`config.mk`:
```
export PLATFORM = sky130hd
export DESIGN_NAME = jump_guarded_relative_clock
export DESIGN_NICKNAME = d
export VERILOG_FILES = /design/src/design/jgrc_pkg.sv /design/src/design/jgrc_in_stage.sv /design/src/design/jgrc_step.sv /design/src/design/jgrc_out_stage.sv /design/src/design/jump_guarded_relative_clock.sv
export SDC_FILE = /design/constraint.sdc
export NUM_CORES = 1
export LEC_CHECK = 0
export BUFFER_PORTS_ARGS = -buffer_cell sky130_fd_sc_hd__buf_2
export CAP_MARGIN = 10
export CORE_MARGIN = 2
export CORE_UTILIZATION = 56
export CTS_CLUSTER_DIAMETER = 60
export DETAILED_ROUTE_END_ITERATION = 8
export GPL_TIMING_DRIVEN = 0
export PLACE_DENSITY_LB_ADDON = 0.12
export SLEW_MARGIN = 5
export SYNTH_ARGS = -nofsm -noshare
export SYNTH_HDL_FRONTEND = slang
export SYNTH_SLANG_ARGS = --single-unit
```
`constraint.sdc`:
```
create_clock -name clk_i -period 8.9 [get_ports clk_i]
set_clock_uncertainty 0.2 [all_clocks]
set_input_delay 0.89 -clock clk_i [delete_from_list [all_inputs] [get_ports clk_i]]
set_output_delay 0.89 -clock clk_i [all_outputs]
set_load 0.02 [all_outputs]
```
`src/design/jgrc_pkg.sv`:
```
// ----------------------------------------------------------------------------
// Relative clock package
// Shared types and constants for the jump-guarded relative clock.
// ----------------------------------------------------------------------------
package jgrc_pkg;

  localparam int unsigned SecondsWidthDefault = 32;

  localparam logic [19:0] UsecPerSec   = 20'd1000000;
  localparam logic [19:0] UsecMax      = 20'd999999;
  localparam logic [15:0] MaxJumpReset = 16'd10;

  typedef enum logic {
    OpSample = 1'b0,
    OpLoad   = 1'b1
  } operation_e;

  typedef enum logic [1:0] {
    KindNormal   = 2'd0,
    KindBackward = 2'd1,
    KindForward  = 2'd2,
    KindLoad     = 2'd3
  } jump_kind_e;

  typedef struct packed {
    logic        operation;
    logic [31:0] seconds;
    logic [19:0] microseconds;
  } in_word_t;

  typedef struct packed {
    logic [31:0] rel_seconds;
    logic [19:0] rel_microseconds;
    jump_kind_e  jump_kind;
  } out_word_t;

endpackage

```
`src/design/jgrc_in_stage.sv`:
```
// ----------------------------------------------------------------------------
// Input stage
// Registers one incoming word and holds it until the step logic takes it.
// ----------------------------------------------------------------------------
module jgrc_in_stage import jgrc_pkg::*; (
  input  logic     clk_i,
  input  logic     rst_ni,
  input  logic     in_valid_i,
  output logic     in_ready_o,
  input  in_word_t in_word_i,
  input  logic     advance_i,
  output logic     valid_o,
  output in_word_t word_o
);

  logic     valid_q;
  in_word_t word_q;

  assign in_ready_o = !valid_q || advance_i;
  assign valid_o    = valid_q;
  assign word_o     = word_q;

  always_ff @(posedge clk_i or negedge rst_ni) begin
    if (!rst_ni) begin
      valid_q <= 1'b0;
    end else if (in_ready_o) begin
      valid_q <= in_valid_i;
    end
  end

  always_ff @(posedge clk_i) begin
    if (in_ready_o && in_valid_i) begin
      word_q <= in_word_i;
    end
  end

endmodule

```
`src/design/jgrc_step.sv`:
```
// ----------------------------------------------------------------------------
// Step logic
// Computes the next clock state and the result word for one input word.
// ----------------------------------------------------------------------------
module jgrc_step import jgrc_pkg::*; #(
  parameter int unsigned SecondsWidth = SecondsWidthDefault
) (
  input  in_word_t                word_i,
  input  logic [15:0]             max_jump_i,
  input  logic                    primed_i,
  input  logic [SecondsWidth-1:0] prev_sec_i,
  input  logic [19:0]             prev_usec_i,
  input  logic [SecondsWidth-1:0] rel_sec_i,
  input  logic [19:0]             rel_usec_i,
  output logic                    primed_o,
  output logic                    prev_upd_o,
  output logic [SecondsWidth-1:0] sec_o,
  output logic [19:0]             usec_o,
  output logic [SecondsWidth-1:0] rel_sec_o,
  output logic [19:0]             rel_usec_o,
  output out_word_t               word_o
);

  logic [SecondsWidth-1:0] sec;
  logic [19:0]             usec;
  logic                    earlier;
  logic                    borrow;
  logic [SecondsWidth-1:0] dsec;
  logic [19:0]             dusec;
  logic                    too_far;
  logic [20:0]             usum;
  logic                    carry;
  logic [19:0]             unorm;
  logic [SecondsWidth-1:0] ssum;
  jump_kind_e              kind;

  always_comb begin
    sec     = SecondsWidth'(word_i.seconds);
    usec    = (word_i.microseconds > UsecMax) ? UsecMax : word_i.microseconds;
    borrow  = usec < prev_usec_i;
    earlier = (sec < prev_sec_i) || ((sec == prev_sec_i) && borrow);
    dsec    = sec - prev_sec_i - SecondsWidth'(borrow);
    dusec   = borrow ? (usec + UsecPerSec - prev_usec_i) : (usec - prev_usec_i);
    too_far = dsec > SecondsWidth'(max_jump_i);
    usum    = {1'b0, rel_usec_i} + {1'b0, dusec};
    carry   = usum >= {1'b0, UsecPerSec};
    unorm   = carry ? 20'(usum - {1'b0, UsecPerSec}) : usum[19:0];
    ssum    = rel_sec_i + dsec + SecondsWidth'(carry);

    primed_o   = primed_i;
    prev_upd_o = 1'b0;
    rel_sec_o  = rel_sec_i;
    rel_usec_o = rel_usec_i;
    kind       = KindNormal;

    if (word_i.operation == OpLoad) begin
      rel_sec_o  = sec;
      rel_usec_o = usec;
      kind       = KindLoad;
    end else if (!primed_i) begin
      primed_o   = 1'b1;
      prev_upd_o = 1'b1;
      rel_sec_o  = sec;
      rel_usec_o = usec;
      kind       = KindLoad;
    end else begin
      prev_upd_o = 1'b1;
      if (earlier || too_far) begin
        rel_sec_o  = rel_sec_i + SecondsWidth'(1);
        rel_usec_o = '0;
        kind       = earlier ? KindBackward : KindForward;
      end else begin
        rel_sec_o  = ssum;
        rel_usec_o = unorm;
      end
    end

    sec_o                   = sec;
    usec_o                  = usec;
    word_o.rel_seconds      = 32'(rel_sec_o);
    word_o.rel_microseconds = rel_usec_o;
    word_o.jump_kind        = kind;
  end

endmodule

```
`src/design/jgrc_out_stage.sv`:
```
// ----------------------------------------------------------------------------
// Output stage
// Holds one result word until the consumer takes it.
// ----------------------------------------------------------------------------
module jgrc_out_stage import jgrc_pkg::*; (
  input  logic      clk_i,
  input  logic      rst_ni,
  input  logic      load_i,
  input  out_word_t word_i,
  output logic      advance_o,
  output logic      out_valid_o,
  input  logic      out_ready_i,
  output out_word_t out_word_o
);

  logic      valid_q;
  out_word_t word_q;

  assign advance_o   = !valid_q || out_ready_i;
  assign out_valid_o = valid_q;
  assign out_word_o  = word_q;

  always_ff @(posedge clk_i or negedge rst_ni) begin
    if (!rst_ni) begin
      valid_q <= 1'b0;
    end else if (advance_o) begin
      valid_q <= load_i;
    end
  end

  always_ff @(posedge clk_i) begin
    if (advance_o && load_i) begin
      word_q <= word_i;
    end
  end

endmodule

```
`src/design/jump_guarded_relative_clock.sv`:
```
// A word accepted into the input register passes through the step logic into
// the result register, which drives the output.
// Throughput: one word per cycle while results are taken; the step logic
// between the input and result registers carries each word's state update.
// Reset clears the clock state, the primed flag and both stage valids, and
// sets the jump limit to ten seconds. The configuration port is always ready.
// ----------------------------------------------------------------------------
// Jump-guarded relative clock
// Keeps a relative clock from wall-clock samples, monotonic between load words,
// stepping by one second on backward or oversized forward jumps.
// ----------------------------------------------------------------------------
module jump_guarded_relative_clock import jgrc_pkg::*; #(
  parameter int unsigned SecondsWidth = SecondsWidthDefault
) (
  input  logic        clk_i,
  input  logic        rst_ni,
  input  logic        in_valid_i,
  output logic        in_ready_o,
  input  in_word_t    in_word_i,
  output logic        out_valid_o,
  input  logic        out_ready_i,
  output out_word_t   out_word_o,
  input  logic        cfg_valid_i,
  output logic        cfg_ready_o,
  input  logic [15:0] cfg_data_i
);

  logic                    stage_valid;
  in_word_t                stage_word;
  logic                    advance;
  logic                    fire;
  logic [15:0]             max_jump_q;
  logic                    primed_q, primed_d;
  logic [SecondsWidth-1:0] prev_sec_q;
  logic [19:0]             prev_usec_q;
  logic [SecondsWidth-1:0] rel_sec_q, rel_sec_d;
  logic [19:0]             rel_usec_q, rel_usec_d;
  logic                    prev_upd;
  logic [SecondsWidth-1:0] sec_d;
  logic [19:0]             usec_d;
  out_word_t               step_word;

  assign cfg_ready_o = 1'b1;
  assign fire        = stage_valid && advance;

  jgrc_in_stage u_in_stage (
    .clk_i      (clk_i),
    .rst_ni     (rst_ni),
    .in_valid_i (in_valid_i),
    .in_ready_o (in_ready_o),
    .in_word_i  (in_word_i),
    .advance_i  (advance),
    .valid_o    (stage_valid),
    .word_o     (stage_word)
  );

  jgrc_step #(
    .SecondsWidth (SecondsWidth)
  ) u_step (
    .word_i      (stage_word),
    .max_jump_i  (max_jump_q),
    .primed_i    (primed_q),
    .prev_sec_i  (prev_sec_q),
    .prev_usec_i (prev_usec_q),
    .rel_sec_i   (rel_sec_q),
    .rel_usec_i  (rel_usec_q),
    .primed_o    (primed_d),
    .prev_upd_o  (prev_upd),
    .sec_o       (sec_d),
    .usec_o      (usec_d),
    .rel_sec_o   (rel_sec_d),
    .rel_usec_o  (rel_usec_d),
    .word_o      (step_word)
  );

  jgrc_out_stage u_out_stage (
    .clk_i       (clk_i),
    .rst_ni      (rst_ni),
    .load_i      (stage_valid),
    .word_i      (step_word),
    .advance_o   (advance),
    .out_valid_o (out_valid_o),
    .out_ready_i (out_ready_i),
    .out_word_o  (out_word_o)
  );

  always_ff @(posedge clk_i or negedge rst_ni) begin
    if (!rst_ni) begin
      max_jump_q <= MaxJumpReset;
    end else if (cfg_valid_i) begin
      max_jump_q <= cfg_data_i;
    end
  end

  always_ff @(posedge clk_i or negedge rst_ni) begin
    if (!rst_ni) begin
      primed_q    <= 1'b0;
      prev_sec_q  <= '0;
      prev_usec_q <= '0;
      rel_sec_q   <= '0;
      rel_usec_q  <= '0;
    end else if (fire) begin
      primed_q   <= primed_d;
      rel_sec_q  <= rel_sec_d;
      rel_usec_q <= rel_usec_d;
      if (prev_upd) begin
        prev_sec_q  <= sec_d;
        prev_usec_q <= usec_d;
      end
    end
  end

endmodule

```
# [After elaboration in Yosys (flattened, before gate mapping)]
# Index checks and enable logic that the tools add are counted.
[op_classes] n_addsub=10 multipliers=0 div=0 magnitude_cmp=5 eq_ne=1 shifts=0 n_mux=11 bitwise_logic=2 n_reduce_logical=11
[op_table] op="20-bit two-way mux" count=6
[op_table] op="32-bit two-way mux" count=3
[op_table] op="20-bit subtractor" count=2
[op_table] op="32-bit by 1-bit adder with 32-bit output" count=1
[op_table] op="32-bit by 1-bit adder with 32-bit output (second input constant)" count=1
[op_table] op="32-bit adder" count=1
[op_table] op="32-bit == test" count=1
[op_table] op="32-bit by 16-bit greater-than comparator with 1-bit output" count=1
[op_table] op="32-bit < comparator" count=1
[op_table] op="32-bit by 1-bit subtractor with 32-bit output" count=1
[op_table] op="32-bit subtractor" count=1
[op_table] op="20-bit by 20-bit adder with 21-bit output" count=1
[op_table] op="21-bit by 20-bit greater-or-equal comparator with 1-bit output (second input constant)" count=1
[op_table] op="20-bit adder (second input constant)" count=1
[op_table] op="20-bit greater-than comparator (second input constant)" count=1
[op_table] op="20-bit < comparator" count=1
[op_table] op="20-bit subtractor (second input constant)" count=1
[op_table] op="1-bit logical OR" count=4
[op_table] op="2-bit two-way mux" count=2
[op_table] op="1-bit logical AND" count=3
[op_table] op="1-bit zero test" count=2
[op_table] op="1-bit NOT" count=2
[op_table] op="2-bit AND reduction" count=1
[op_table] op="2-bit OR reduction" count=1
[totals] ff_bits=230 latchBits=0 ram_bits=0 romBits=0 input_bits=74 output_inout_bits=57 elab_cells=54 n_memories=0

# [Logic depth before layout (Yosys ltp)]
# Gate-level depths: netlist of run 1.
[depth] ltp_word=11 depth_mapped=46 depth_no_buf=44

# [Cells and area by module]
# A second synthesis of run 1 with hierarchy kept.
[hier_totals] cells_unflattened=1946 area_unflattened_um2=18878.1
[modules_own_cells] module="jgrc_step" n_inst=1 cells_per_inst=1573 area_each_um2=10994.3 seq_area_each_um2=0.0
[modules_own_cells] module="jump_guarded_relative_clock" n_inst=1 cells_per_inst=258 area_each_um2=4563.1 seq_area_each_um2=3030.4
[modules_own_cells] module="jgrc_out_stage" n_inst=1 cells_per_inst=58 area_each_um2=1675.4 seq_area_each_um2=1646.6
[modules_own_cells] module="jgrc_in_stage" n_inst=1 cells_per_inst=57 area_each_um2=1645.3 seq_area_each_um2=1616.6

# [Worst setup path before layout of run 1]
# Ideal clock, no wire load.
[synth_timing] path_type="register to register" start="register u_in_stage.word_q (netlist bit u_in_stage.word_o[13])" end="register u_out_stage.word_q (netlist bit u_out_stage.out_word_o[52]), data pin" setup_time_ns=0.145 t_arrival_ns=9.009 t_required_ns=8.555 setup_slack_ns=-0.454 stages_incl_launch_ff=43 n_path_buf=2 synth_period_minus_slack_ns=9.354 path_cell_list="edfxtp_1 -> nor4_1 -> nand2_1 -> a21oi_1 -> nor2_1 -> nor2_1 -> inv_1 -> ha_1 -> fa_1 -> a21oi_1 -> nor2_1 -> a2111o_1 -> nor4bb_1 -> o211ai_1 -> a21boi_0 -> o21ai_0 -> nand2b_1 -> clkbuf_1 -> [7 not listed] -> a2111oi_0 -> a211oi_1 -> o41ai_1 -> a21o_1 -> o21a_1 -> inv_1 -> fa_1 -> fa_1 -> a21o_1 -> a221oi_1 -> a2bb2oi_1 -> a211oi_1 -> o21ai_0 -> a311oi_1 -> or4_1 -> o2111ai_1 -> mux2i_1 -> o21ai_1"
[synth_via] elab_chain_len=11 elab_cells_between_ends=19 cone_classes="7 x add/sub; 4 x order compare; 5 x mux; 3 x reduce/logical"
[synth_lines] item="from (decl)" line_no="jgrc_in_stage.sv:17" rtl="in_word_t word_q;"
[synth_lines] item="from (signal assigned)" line_no="jgrc_in_stage.sv:33" rtl="word_q <= in_word_i;"
[synth_lines] item="20-bit greater-than comparator (*)" line_no="jgrc_step.sv:39" rtl="usec = (word_i.microseconds > UsecMax) ? UsecMax : word_i.microseconds;"
[synth_lines] item="20-bit two-way mux (*)" line_no="jgrc_step.sv:39"
[synth_lines] item="via u_step.usec_o[4]" line_no="jgrc_step.sv:18" rtl="output logic [19:0] usec_o,"
[synth_lines] item="20-bit adder" line_no="jgrc_step.sv:43" rtl="dusec = borrow ? (usec + UsecPerSec - prev_usec_i) : (usec - prev_usec_i);"
[synth_lines] item="20-bit subtractor" line_no="jgrc_step.sv:43"
[synth_lines] item="20-bit two-way mux" line_no="jgrc_step.sv:43"
[synth_lines] item="20-bit by 20-bit adder with 21-bit output" line_no="jgrc_step.sv:45" rtl="usum = {1'b0, rel_usec_i} + {1'b0, dusec};"
[synth_lines] item="21-bit by 20-bit greater-or-equal comparator with 1-bit output" line_no="jgrc_step.sv:46" rtl="carry = usum >= {1'b0, UsecPerSec};"
[synth_lines] item="32-bit by 1-bit adder with 32-bit output" line_no="jgrc_step.sv:48" rtl="ssum = rel_sec_i + dsec + SecondsWidth'(carry);"
[synth_lines] item="32-bit two-way mux (*)" line_no="jgrc_step.sv:68" rtl="if (earlier || too_far) begin"
[synth_lines] item="32-bit two-way mux (*)" line_no="jgrc_step.sv:60" rtl="end else if (!primed_i) begin"
[synth_lines] item="32-bit two-way mux (*)" line_no="jgrc_step.sv:56" rtl="if (word_i.operation == OpLoad) begin"
[synth_lines] item="via rel_sec_d[30]" line_no="jump_guarded_relative_clock.sv:36" rtl="logic [SecondsWidth-1:0] rel_sec_q, rel_sec_d;"
[synth_lines] item="to (signal assigned)" line_no="jgrc_out_stage.sv:33" rtl="word_q <= word_i;"
[synth_lines] item="to (decl)" line_no="jgrc_out_stage.sv:17" rtl="out_word_t word_q;"
# The timed path passes the listed nets; every way through them passes the cells marked *.
# A chain may end at the register's enable or synchronous reset.

# [Worst setup path after layout of run 1]
[layout_timing] start="register u_in_stage.word_q (netlist bit u_in_stage.word_o[8])" end="register u_out_stage.word_q (netlist bit u_out_stage.out_word_o[52]), data pin"
# The elaborated chain is that of the path after synthesis.

==> key figures, run 1 <==
Run status
  • Status: finished, violations left
  • Violated checks: setup timing

STA
  • Hold Vio Cnt, Final: 0
  • Max Freq: 104.6 MHz
  • Final WS setup: -0.6562 ns
  • Tcrit/Tclk final: 107.4%
  • Worst slew margin: a little under a quarter
  • Worst Tran Pin Value: 1.144 ns
  • Fin crit period: 9.556 ns
  • Setup Viol. Count Final: around 110
  • Unrepaired setup endpoints after global routing: true
  • Fin Hold WS: ~0.094 ns
  • Pins Over Slew Limit: 0

Global route
  • Largest net degree at the start of global routing: 84
  • GR Util met1: between 40% and 50%
  • Grt met3 use: 5.968%
  • First-pass GRT wire length: 89990 microns
  • Vias in the first global route: roughly 17000
  • Antenna violations before repair: 0
  • M2 GR Usage: between 50 and 60%
  • Global route hottest layer: met2
  • GRT Total Usage: roughly 34%
  • Total gr overflow: 0

Layout
  • FILL cells: 2522
  • Final net count: 2665
  • Final Non-Filler Cells: roughly 2800
  • Area Overhead vs Synth: 26.63%
  • ANT cells: 0
  • Post-route cell area: 0.02347 sq mm
  • Share of post-route cells with drive strength above 1: 22.40%

Detailed routing
  • WL final: 58670 microns
  • ANT nets after route: 0
  • WL per Instance: 20.69 microns
  • Initial DRC count: 1222
  • DRC Markers: 0
  • Vias/cell: around 6
  • First-pass DRT Iterations: 6
  • DR vias: 17070

Setup path
  • Data required time of the critical path: 9.07 ns
  • FF-to-FF Start: u_in_stage.word_o[8]
  • Crit Path Category: flip-flop to flip-flop
  • WP buf/inv: 3
  • CP top delay family: compound AO/OA/AOI/OAI gates
  • Nature of the critical path endpoint: flip-flop
  • Critical Path Max Stage Delay: 0.45 ns
  • Reg2reg path depth: 44
  • Maximum fanout along the worst path: 6
  • Worst reg-to-reg setup slack: -0.66 ns
  • WP data arrival: 9.73 ns
  • Reg-to-reg endpoint: u_out_stage.out_word_o[52]
  • Slowest cell on crit path: or4_1
  • Worst setup SP type: flip-flop

Logic synthesis
  • Yosys top cell by area: edfxtp_1
  • Synthesized area: 0.01853 sq mm
  • Syn_nets: around 2400
  • Synth Instances: 2115
  • Synthesis warning total: 0
  • Largest cells by area after synthesis: edfxtp_1 17%, dfrtp_1 16%, ha_1 14%, inv_1 4.6%, xnor2_1 4.3%
  • Seq cells post-synth: 230
  • Register area share after synthesis: 33.96%
  • Main flop type after synthesis: dfrtp_1
  • Avg Cell Area, Syn: 8.763 sq um
  • Synth cell types: 86
  • Ys async rst share: 53.48%
  • Synth top area share: 17.34%
  • EDFF count, synth: 107

Clock network
  • Clk slew on worst S/H paths: 0.06 ns
  • Bufs on Longest Clock Path: 3
  • Worst-Skew Late Latency: 0.53 ns
  • Number of CTS-inserted buffers: 34
  • CTS HTree Levels: 2
  • TritonCTS clock tree: done
  • Root Buffer: clkbuf_16
  • CTS sink count: between 200 and 250

Place
  • DP Area: 0.01985 sq mm
  • Post-DP HPWL: ~42000 microns
  • Cells after DPL: 2689
  • IO buf count: 129
  • RD Place Congestion: slightly below 1

Die
  • DIE AREA: 0.03457 sq mm
  • Num rows: 66
  • Die height: around 190 microns
  • Total I/O pin count: roughly 130
  • Core ar.: 0.03254 sq mm
  • DIE WIDTH: 185.9 microns
  • Starting Density: 56.96%

Job
  • Max-cap violation count: 0

Min path
  • Worst Hold Class: input port to async pin

Power
  • Pwr dens: between 300 and 400 mW/mm^2
  • Worst vdd ir: 0.2031 mV
  • Final Power: 8.526 mW
  • Static Leak: approximately 10 nW
-- area by class of cell --
type	instances	area, sq um	share of cell area, %
flip-flops and latches	230	6294	26.82
multi-input cells	1579	12700	54.11
inverters	227	854.6	3.641
plain buffers	73	412.9	1.759
repair buffers	223	1556	6.632
clock buffers	38	887.1	3.780
clock inverters	23	211.5	0.9010
well taps	442	553.0	2.356
-- state kept, by name, summed over array words and instances, names as in the netlist --
name / count
max_jump_q: 16
prev_sec_q: 32
prev_usec_q: 20
primed_q: 1
rel_sec_q: 32
rel_usec_q: 20
u_in_stage.valid_o: 1
u_in_stage.word_o: 53
u_out_stage.out_valid_o: 1
u_out_stage.out_word_o: 54
-- Yosys cell counts (20+ instances only) --
cell type    n
a211oi_1    20
a21o_1      47
a21oi_1    140
a31oi_1     23
and3_1      21
clkbuf_1    67
dfrtp_1    121
edfxtp_1   107
ha_1       205
inv_1      227
mux2i_1     35
nand2_1    199
nand2b_1    28
nand3_1     33
nand4_1     25
nor2_1     136
nor3_1      32
o21a_1      21
o21ai_0    142
o21ai_1     62
xnor2_1     92
xor2_1      41
-- through the flow --
stage	setup TNS [ns]	utilization, %	setup WS [ns]
after global placement	-250.47	60.75	-2.781
final	-49.05	72.13	-0.6562
after global routing	-79.52	72.13	-0.9216
after CTS	-46.77	70.20	-0.5851
after floorplan	0	-	0.01220
after detailed placement	-263.11	60.99	-2.938
-- kinds of logic (layout without fill, tap and decap cells) --
| group | after synthesis | in the layout | share of synthesized area (%) |
|---|---|---|---|
| flip-flops | 230 | 230 | 33.96 |
| AO/OA/AOI/OAI | 596 | 596 | 20.09 |
| AND/OR/NAND/NOR | 581 | 582 | 15.05 |
| buffers and inverters | 307 | 584 | 6.373 |
| multiplexers | 44 | 44 | 2.437 |
| other | 1 | 1 | 0.02023 |
| XOR/XNOR | 133 | 133 | 6.285 |
| adder cells (fa/ha/maj) | 223 | 223 | 15.78 |
-- cells in the final DEF (no fill, tap or decap), drive strengths merged, types with 92 or more instances in the layout --
cell      n
clkbuf   99
edfxtp  107
dfrtp   121
nor2    137
ha      205
o21ai   204
xnor2    92
a21oi   141
buf     235
nand2   201
inv     237
-- worst register-to-register path, delay by kind of cell (launching register included) --
kind / cells / cell delay (ns)
simple gates: 11 / 1.61
buf+inv: 3 / 0.27
xor+xnor: 1 / 0.25
compound gates: 21 / 4.53
flops: 1 / 0.44
fa+ha+maj: 6 / 1.84
mux: 2 / 0.27
-- worst max-delay path by stage --
stage | endpoint | slack (ns) | cells after the start | from
2_1_floorplan | u_out_stage.out_word_o[52] | 0.01 | 42 | u_in_stage.word_o[13]
3_3_place_gp | u_out_stage.out_word_o[52] | -2.78 | 44 | u_in_stage.word_o[8]
3_5_place_dp | u_out_stage.out_word_o[52] | -2.94 | 44 | u_in_stage.word_o[8]
4_1_cts | u_out_stage.out_word_o[52] | -0.59 | 44 | u_in_stage.word_o[6]
5_1_grt | u_out_stage.out_word_o[43] | -0.92 | 39 | u_in_stage.word_o[13]
6_report | u_out_stage.out_word_o[52] | -0.66 | 44 | u_in_stage.word_o[8]
-- metal layers --
metal | up-vias | wire [microns]
met2 | 706 | 27950
met4 | 0 | 2216
met3 | 147 | 4106
met5 | - | 0
met1 | 8203 | 24400
li1 | 8016 | -
-- report_power, final --
part,switching (mW),total (mW),internal [mW]
logic,3.38,5.78,2.40
registers,0.138,1.42,1.28
clock network,0.533,1.32,0.792
total,4.05,8.53,4.47
-- what timing repair did --
action                                  in CTS  in global routing
endpoints found under the setup margin     105                105
cloned                                       3                  1
buffers inserted                            62                 27
resized for setup                          270                 81
hold buffers                                 0                  0
pin swaps                                   97                 56
No activity file was read; power rests on OpenSTA's default activity.
==> inputs of run 2 (changes only) <==
--- a/config.mk
+++ b/config.mk
@@ -8,7 +8,7 @@
 export BUFFER_PORTS_ARGS = -buffer_cell sky130_fd_sc_hd__buf_2
 export CAP_MARGIN = 10
 export CORE_MARGIN = 2
-export CORE_UTILIZATION = 56
+export CORE_UTILIZATION = 45
 export CTS_CLUSTER_DIAMETER = 60
 export DETAILED_ROUTE_END_ITERATION = 8
 export GPL_TIMING_DRIVEN = 0
==> run 2 against run 1 <==
  * The flow still finishes with violations (setup timing)
  * Sequential share of layout area shrank 0.38 points
  * Sequential power is essentially flat
  * Global-route usage shrank 5.8 points
  * Power grew 2.0%
  * Clock power grew 5%
  * Cell area grew 1.4%
  * Routed wire length grew 3.0%
  * Final cell count grew 3.5%
  * Sequential cell count is the same
  * Core utilization shrank 14 points
  * Fmax is essentially flat
  * Worst setup slack lost 0.0032 ns
==> key figures, run 2 (synthesis results as in run 1) <==
Global route
  • Vias in the first global route: ~16000
  • Antenna violations before repair: 0
  • Largest net degree at the start of global routing: 76
  • First-pass GRT wire length: 91190 microns
  • GRT Total Usage: 28.00%
  • Total gr overflow: 0

Detailed routing
  • ANT nets after route: 0
  • First-pass DRT Iterations: 5
  • DRC Markers: 0
  • DR vias: between 15000 and 20000
  • WL per Instance: 20.60 microns
  • Vias/cell: 5.694
  • WL final: about 60000 microns
  • Initial DRC count: 1166

Setup path
  • CP endpoint: u_out_stage.out_word_o[52]
  • Reg2reg path depth: 43
  • WP data arrival: 9.75 ns
  • Crit Path Category: flip-flop to flip-flop
  • FF-to-FF Start: u_in_stage.word_o[8]
  • Worst reg-to-reg setup slack: -0.66 ns
  • Data required time of the critical path: 9.09 ns
  • Nature of the critical path endpoint: flip-flop
  • Most frequent cell on the critical path: fa_2
  • Maximum fanout along the worst path: 7
  • Slowest cell on crit path: a2111o_1
  • Reg-to-reg endpoint: u_out_stage.out_word_o[52]
  • Worst setup startpoint: u_in_stage.word_o[8]
  • Worst setup SP type: flip-flop
  • Critical Path Max Stage Delay: 0.45 ns

STA
  • Final WS setup: -0.6594 ns
  • Tcrit/Tclk final: 107.4%
  • Worst slew margin: between 15 and 20%
  • Worst Tran Pin Value: 1.224 ns
  • Hold Vio Cnt, Final: 0
  • Fin crit period: 9.559 ns
  • Max Freq: 104.6 MHz
  • Setup Viol. Count Final: around 110
  • Pins Over Slew Limit: 0
  • Unrepaired setup endpoints after global routing: true

Clock network
  • CTS sink count: 230
  • CTS HTree Levels: 2
  • Number of CTS-inserted buffers: 35
  • CTS Hold Bufs: 0
  • TritonCTS clock tree: done
  • Worst-Skew Late Latency: 0.56 ns
  • Bufs on Longest Clock Path: 3
  • Clk slew on worst S/H paths: about 0.060 ns
  • Root Buffer: clkbuf_16

Place
  • Post-DP HPWL: around 44000 microns
  • Cells after DPL: 2778
  • IO buf count: around 130
  • RD Place Congestion: 0.9258

Power
  • Final Power: 8.694 mW
  • Static Leak: 10.33 nW
  • Pwr dens: 365.2 mW/mm^2
  • Worst vdd ir: 0.1739 mV

Die
  • Num rows: 74
  • Total I/O pin count: 131
  • Die height: slightly above 200 microns
  • Starting Density: 45.49%
  • Core ar.: 0.04074 sq mm
  • DIE AREA: 0.04282 sq mm
  • DIE WIDTH: 206.9 microns

Layout
  • Share of post-route cells with drive strength above 1: 23.11%
  • FILL cells: about 3600
  • Area Overhead vs Synth: 28.45%
  • Most frequent cells in the layout: 221 x inv_1, 192 x nand2_1, 191 x ha_1
  • Reg area: about 0.0063 sq mm
  • Final Non-Filler Cells: 2934
  • Commonest non-fill, non-tap cell in the layout: inv_1
  • Area of the multi-input gates: 0.01279 sq mm
  • Final net count: 2673
  • ANT cells: 0
  • Max reg flops: 54

Run status
  • Status: finished, violations left
  • Violated checks: setup timing

Min path
  • Worst Hold Class: input port to async pin

Job
  • Max-cap violation count: 0
==> run 2: changes by cell type in the layout (fill, tap and decap cells not counted), sizes merged <==
cell / before / now
buf: 235 / 243
bufinv: 2 / 1
clkbuf: 99 / 107
clkinv: 9 / 7
clkinvlp: 2 / 1
inv: 237 / 234
==> run 2: critical path, delay by kind of cell (launching register included) <==
family                   cells  cell delay, ns
AND/OR/NAND/NOR              8            1.27
buffers and inverters        6            0.69
flip-flops                   1            0.41
adder cells (fa/ha/maj)      5            1.51
AO/OA/AOI/OAI               23            5.15
multiplexers                 1            0.11
==> run 2: layer usage <==
layer	routed length (microns)	vias to the layer above	track usage [%]
met4	1796	0	8.283
li1	-	8010	-
met2	28670	465	47.12
met1	26270	8120	36.55
met3	3699	110	5.416
met5	0	-	0
==> run 2: layout make-up <==
cell class,count,area share [%]
timing repair buffer,230,6.948
inverter,227,3.590
buffer,73,1.671
clock inverter,16,0.5782
clock buffer,47,4.257
sequential,230,26.44
tap,532,2.796
multi-input combinational,1579,53.72
==> run 2: where the power goes <==
part / total (mW) / switching, mW / internal [mW]
sequential: 1.42 / 0.137 / 1.28
combinational: 5.89 / 3.43 / 2.47
clock: 1.38 / 0.544 / 0.838
total: 8.69 / 4.11 / 4.59
==> run 2: through the flow <==
step | worst slack [ns] | utilization, % | setup TNS, ns | area, sq um | hold slack, ns
after floorplan | 0.01220 | - | 0 | 18570 | 0.2498
after detailed placement | -3.182 | 48.97 | -312.93 | 19950 | 0.2748
after global routing | -0.9773 | 58.43 | -75.51 | 23810 | 0.1146
final | -0.6594 | 58.43 | -49.17 | 23810 | 0.08093
after global placement | -3.131 | 48.80 | -301.99 | 19880 | 0.2692
after CTS | -0.5834 | 57.08 | -45.46 | 23250 | 0.09208
==> run 2: repair_timing <==
item | CTS | global route
pin swaps | 91 | 64
resized for setup | 302 | 75
setup endpoints to repair | 105 | 105
setup buffers | 68 | 30
gates cloned | 5 | 0
==> run 2: worst min path at each step <==
stage	cells past startpoint	endpoint	slack [ns]	from
after CTS	1	max_jump_q[2]	0.09	rst_ni
final	1	max_jump_q[2]	0.08	rst_ni
after global routing	1	max_jump_q[2]	0.11	rst_ni
after floorplan	2	prev_usec_q[1]	0.25	prev_usec_q[1]
after global placement	2	prev_usec_q[3]	0.27	prev_usec_q[3]
after detailed placement	2	prev_usec_q[3]	0.27	prev_usec_q[3]
==> inputs of run 3 (changes only) <==
--- a/config.mk
+++ b/config.mk
@@ -13,6 +13,7 @@
 export DETAILED_ROUTE_END_ITERATION = 8
 export GPL_TIMING_DRIVEN = 0
 export PLACE_DENSITY_LB_ADDON = 0.12
+export SETUP_SLACK_MARGIN = 0.2
 export SLEW_MARGIN = 5
 export SYNTH_ARGS = -nofsm -noshare
 export SYNTH_HDL_FRONTEND = slang
==> run 3 against run 2 <==
  * The flow still finishes with violations (setup timing)
  * Global-route usage increased by 0.70 points
  * Sequential share of layout area decreased by 0.44 points
  * Register-to-register slack lost 0.17 ns
  * Largest cell class unchanged
  * Largest power group unchanged
  * Highest routed layer unchanged
==> key figures, run 3 (synthesis results as in run 1) <==
STA
  • Fin crit period: ~9.7 ns
  • Setup Viol. Count Final: 105
  • Unrepaired setup endpoints after global routing: true
  • Tcrit/Tclk final: 109.4%
  • Max Freq: 102.7 MHz
  • Pins Over Slew Limit: 0
  • Setup TNS: -69.23 ns
  • Hold Vio Cnt, Final: 0
  • Final WS setup: -0.8337 ns
  • Worst Tran Pin Value: about 1.3 ns
  • Worst slew margin: 11.09%

Setup path
  • Reg2reg path depth: 55
  • Worst setup SP type: flip-flop
  • Slowest cell on crit path: edfxtp_1
  • Maximum fanout along the worst path: 6
  • Reg-to-reg endpoint: u_out_stage.out_word_o[51]
  • Worst reg-to-reg setup slack: -0.83 ns
  • Data required time of the critical path: 8.98 ns
  • FF-to-FF Start: u_in_stage.word_o[10]
  • Nature of the critical path endpoint: flip-flop
  • Critical Path Max Stage Delay: ~0.45 ns
  • Most frequent cell on the critical path: buf_6
  • WP data arrival: just under 10 ns
  • Crit Path Category: flip-flop to flip-flop

Die
  • Die height: 206.9 microns
  • Starting Density: a little under half
  • Num rows: 74
  • DIE WIDTH: 206.9 microns
  • DIE AREA: 0.04282 sq mm
  • Core ar.: 0.04074 sq mm
  • Total I/O pin count: 131

Layout
  • Most frequent cells in the layout: 222 x inv_1, 194 x nand2_1, 189 x ha_1
  • Commonest non-fill, non-tap cell in the layout: inv_1
  • FILL cells: around 3500
  • Final Util: 59.43%
  • ANT cells: 0
  • Area Overhead vs Synth: 30.63%
  • Final net count: 2703
  • Share of post-route cells with drive strength above 1: 24.20%
  • Max reg flops: 54
  • Final Non-Filler Cells: 2966

Power
  • Pwr dens: 362.5 mW/mm^2
  • Worst vdd ir: 0.1811 mV
  • Static Leak: 10.53 nW

Clock network
  • CTS sink count: 230
  • Worst-Skew Late Latency: 0.57 ns
  • Root Buffer: clkbuf_16
  • TritonCTS clock tree: done
  • Number of CTS-inserted buffers: 36
  • CTS HTree Levels: 2
  • Bufs on Longest Clock Path: 3
  • CTS Hold Bufs: 0
  • Clk slew on worst S/H paths: 0.06 ns

Min path
  • Worst Hold Class: input port to async pin

Place
  • Cells after DPL: 2779
  • IO buf count: 129
  • Place WS: -2.598 ns
  • RD Place Congestion: slightly above 0.9
  • Post-DP HPWL: 44910 microns

Global route
  • First-pass GRT wire length: about 94000 microns
  • Largest net degree at the start of global routing: 68
  • Total gr overflow: 0
  • Antenna violations before repair: 1
  • GRT Total Usage: ~29%
  • Vias in the first global route: around 17000

Detailed routing
  • WL final: 62090 microns
  • First-pass DRT Iterations: 5
  • WL per Instance: between 20 and 25 microns
  • Vias/cell: ~5.7
  • DR vias: 17020
  • DRC Markers: 0
  • ANT nets after route: 0
  • Initial DRC count: around 1100

Run status
  • Violated checks: setup timing
  • Status: finished, violations left

Job
  • Max-cap violation count: 0
-- run 3: cell count changes in the layout (fill, tap and decap cells not counted), sizes merged --
cell and delta:
buf +22, clkinv +5, bufinv +3, clkbuf +1, clkinvlp -1, inv +1
or2 +1
-- run 3: stage by stage --
| step | hold slack (ns) | total power, mW | instance area (sq um) |
|---|---|---|---|
| after global placement | 0.2687 | 5.703 | 19890 |
| after global routing | 0.2061 | 9.341 | 24210 |
| after CTS | 0.1843 | 8.389 | 23590 |
| after detailed placement | 0.2807 | 5.773 | 19990 |
| final | 0.1517 | 8.776 | 24210 |
| after floorplan | 0.2498 | 4.726 | 18580 |
-- run 3: repair_timing --
item | 4_1_cts | 5_1_grt
pin swaps | 103 | 59
setup endpoints to repair | 105 | 105
endpoints found under the hold margin | 0 | 0
buffers inserted | 87 | 30
cloned | 3 | 2
resized for setup | 332 | 69
-- run 3: area by class of cell --
class	instances	area [sq um]	share of cell area, %
inverter	227	857.1	3.540
multi-input combinational	1580	12790	52.85
buffer	79	441.7	1.824
clock inverter	24	334.1	1.380
tap	532	665.6	2.749
clock buffer	42	943.4	3.897
timing repair buffer	252	1879	7.763
sequential	230	6294	26.00
-- run 3: how the worst max path moves through the flow --
stage | from | to | slack, ns | depth (start not counted)
after floorplan | u_in_stage.word_o[13] | u_out_stage.out_word_o[42] | 0.21 | 43
after global placement | u_in_stage.word_o[13] | u_out_stage.out_word_o[12] | -2.51 | 42
after detailed placement | u_in_stage.word_o[13] | u_out_stage.out_word_o[11] | -2.60 | 41
after CTS | u_in_stage.word_o[10] | u_out_stage.out_word_o[52] | -0.62 | 44
after global routing | u_in_stage.word_o[10] | u_out_stage.out_word_o[45] | -1.09 | 43
final | u_in_stage.word_o[10] | u_out_stage.out_word_o[51] | -0.83 | 55
-- run 3: worst max-delay path, delay by kind of cell, from the launching register on --
| family | cells | cell delay, ns |
|---|---|---|
| buffers and inverters | 23 | 2.26 |
| AO/OA/AOI/OAI | 14 | 3.02 |
| XOR/XNOR | 1 | 0.17 |
| AND/OR/NAND/NOR | 11 | 1.80 |
| flip-flops | 1 | 0.45 |
| multiplexers | 2 | 0.45 |
| adder cells (fa/ha/maj) | 4 | 1.03 |
-- run 3: per-layer routing --
metal	GRT usage, %	wire length (microns)	vias up
met5	0	0	-
met4	9.422	1940	0
met3	4.239	3335	111
met2	48.74	30110	502
met1	37.55	26710	8306
li1	-	-	8096
-- run 3: power breakdown --
| group | switching, mW | total (mW) | internal (mW) |
|---|---|---|---|
| clock network | 0.602 | 1.51 | 0.907 |
| logic | 3.38 | 5.85 | 2.47 |
| registers | 0.138 | 1.42 | 1.28 |
| total | 4.12 | 8.78 | 4.66 |
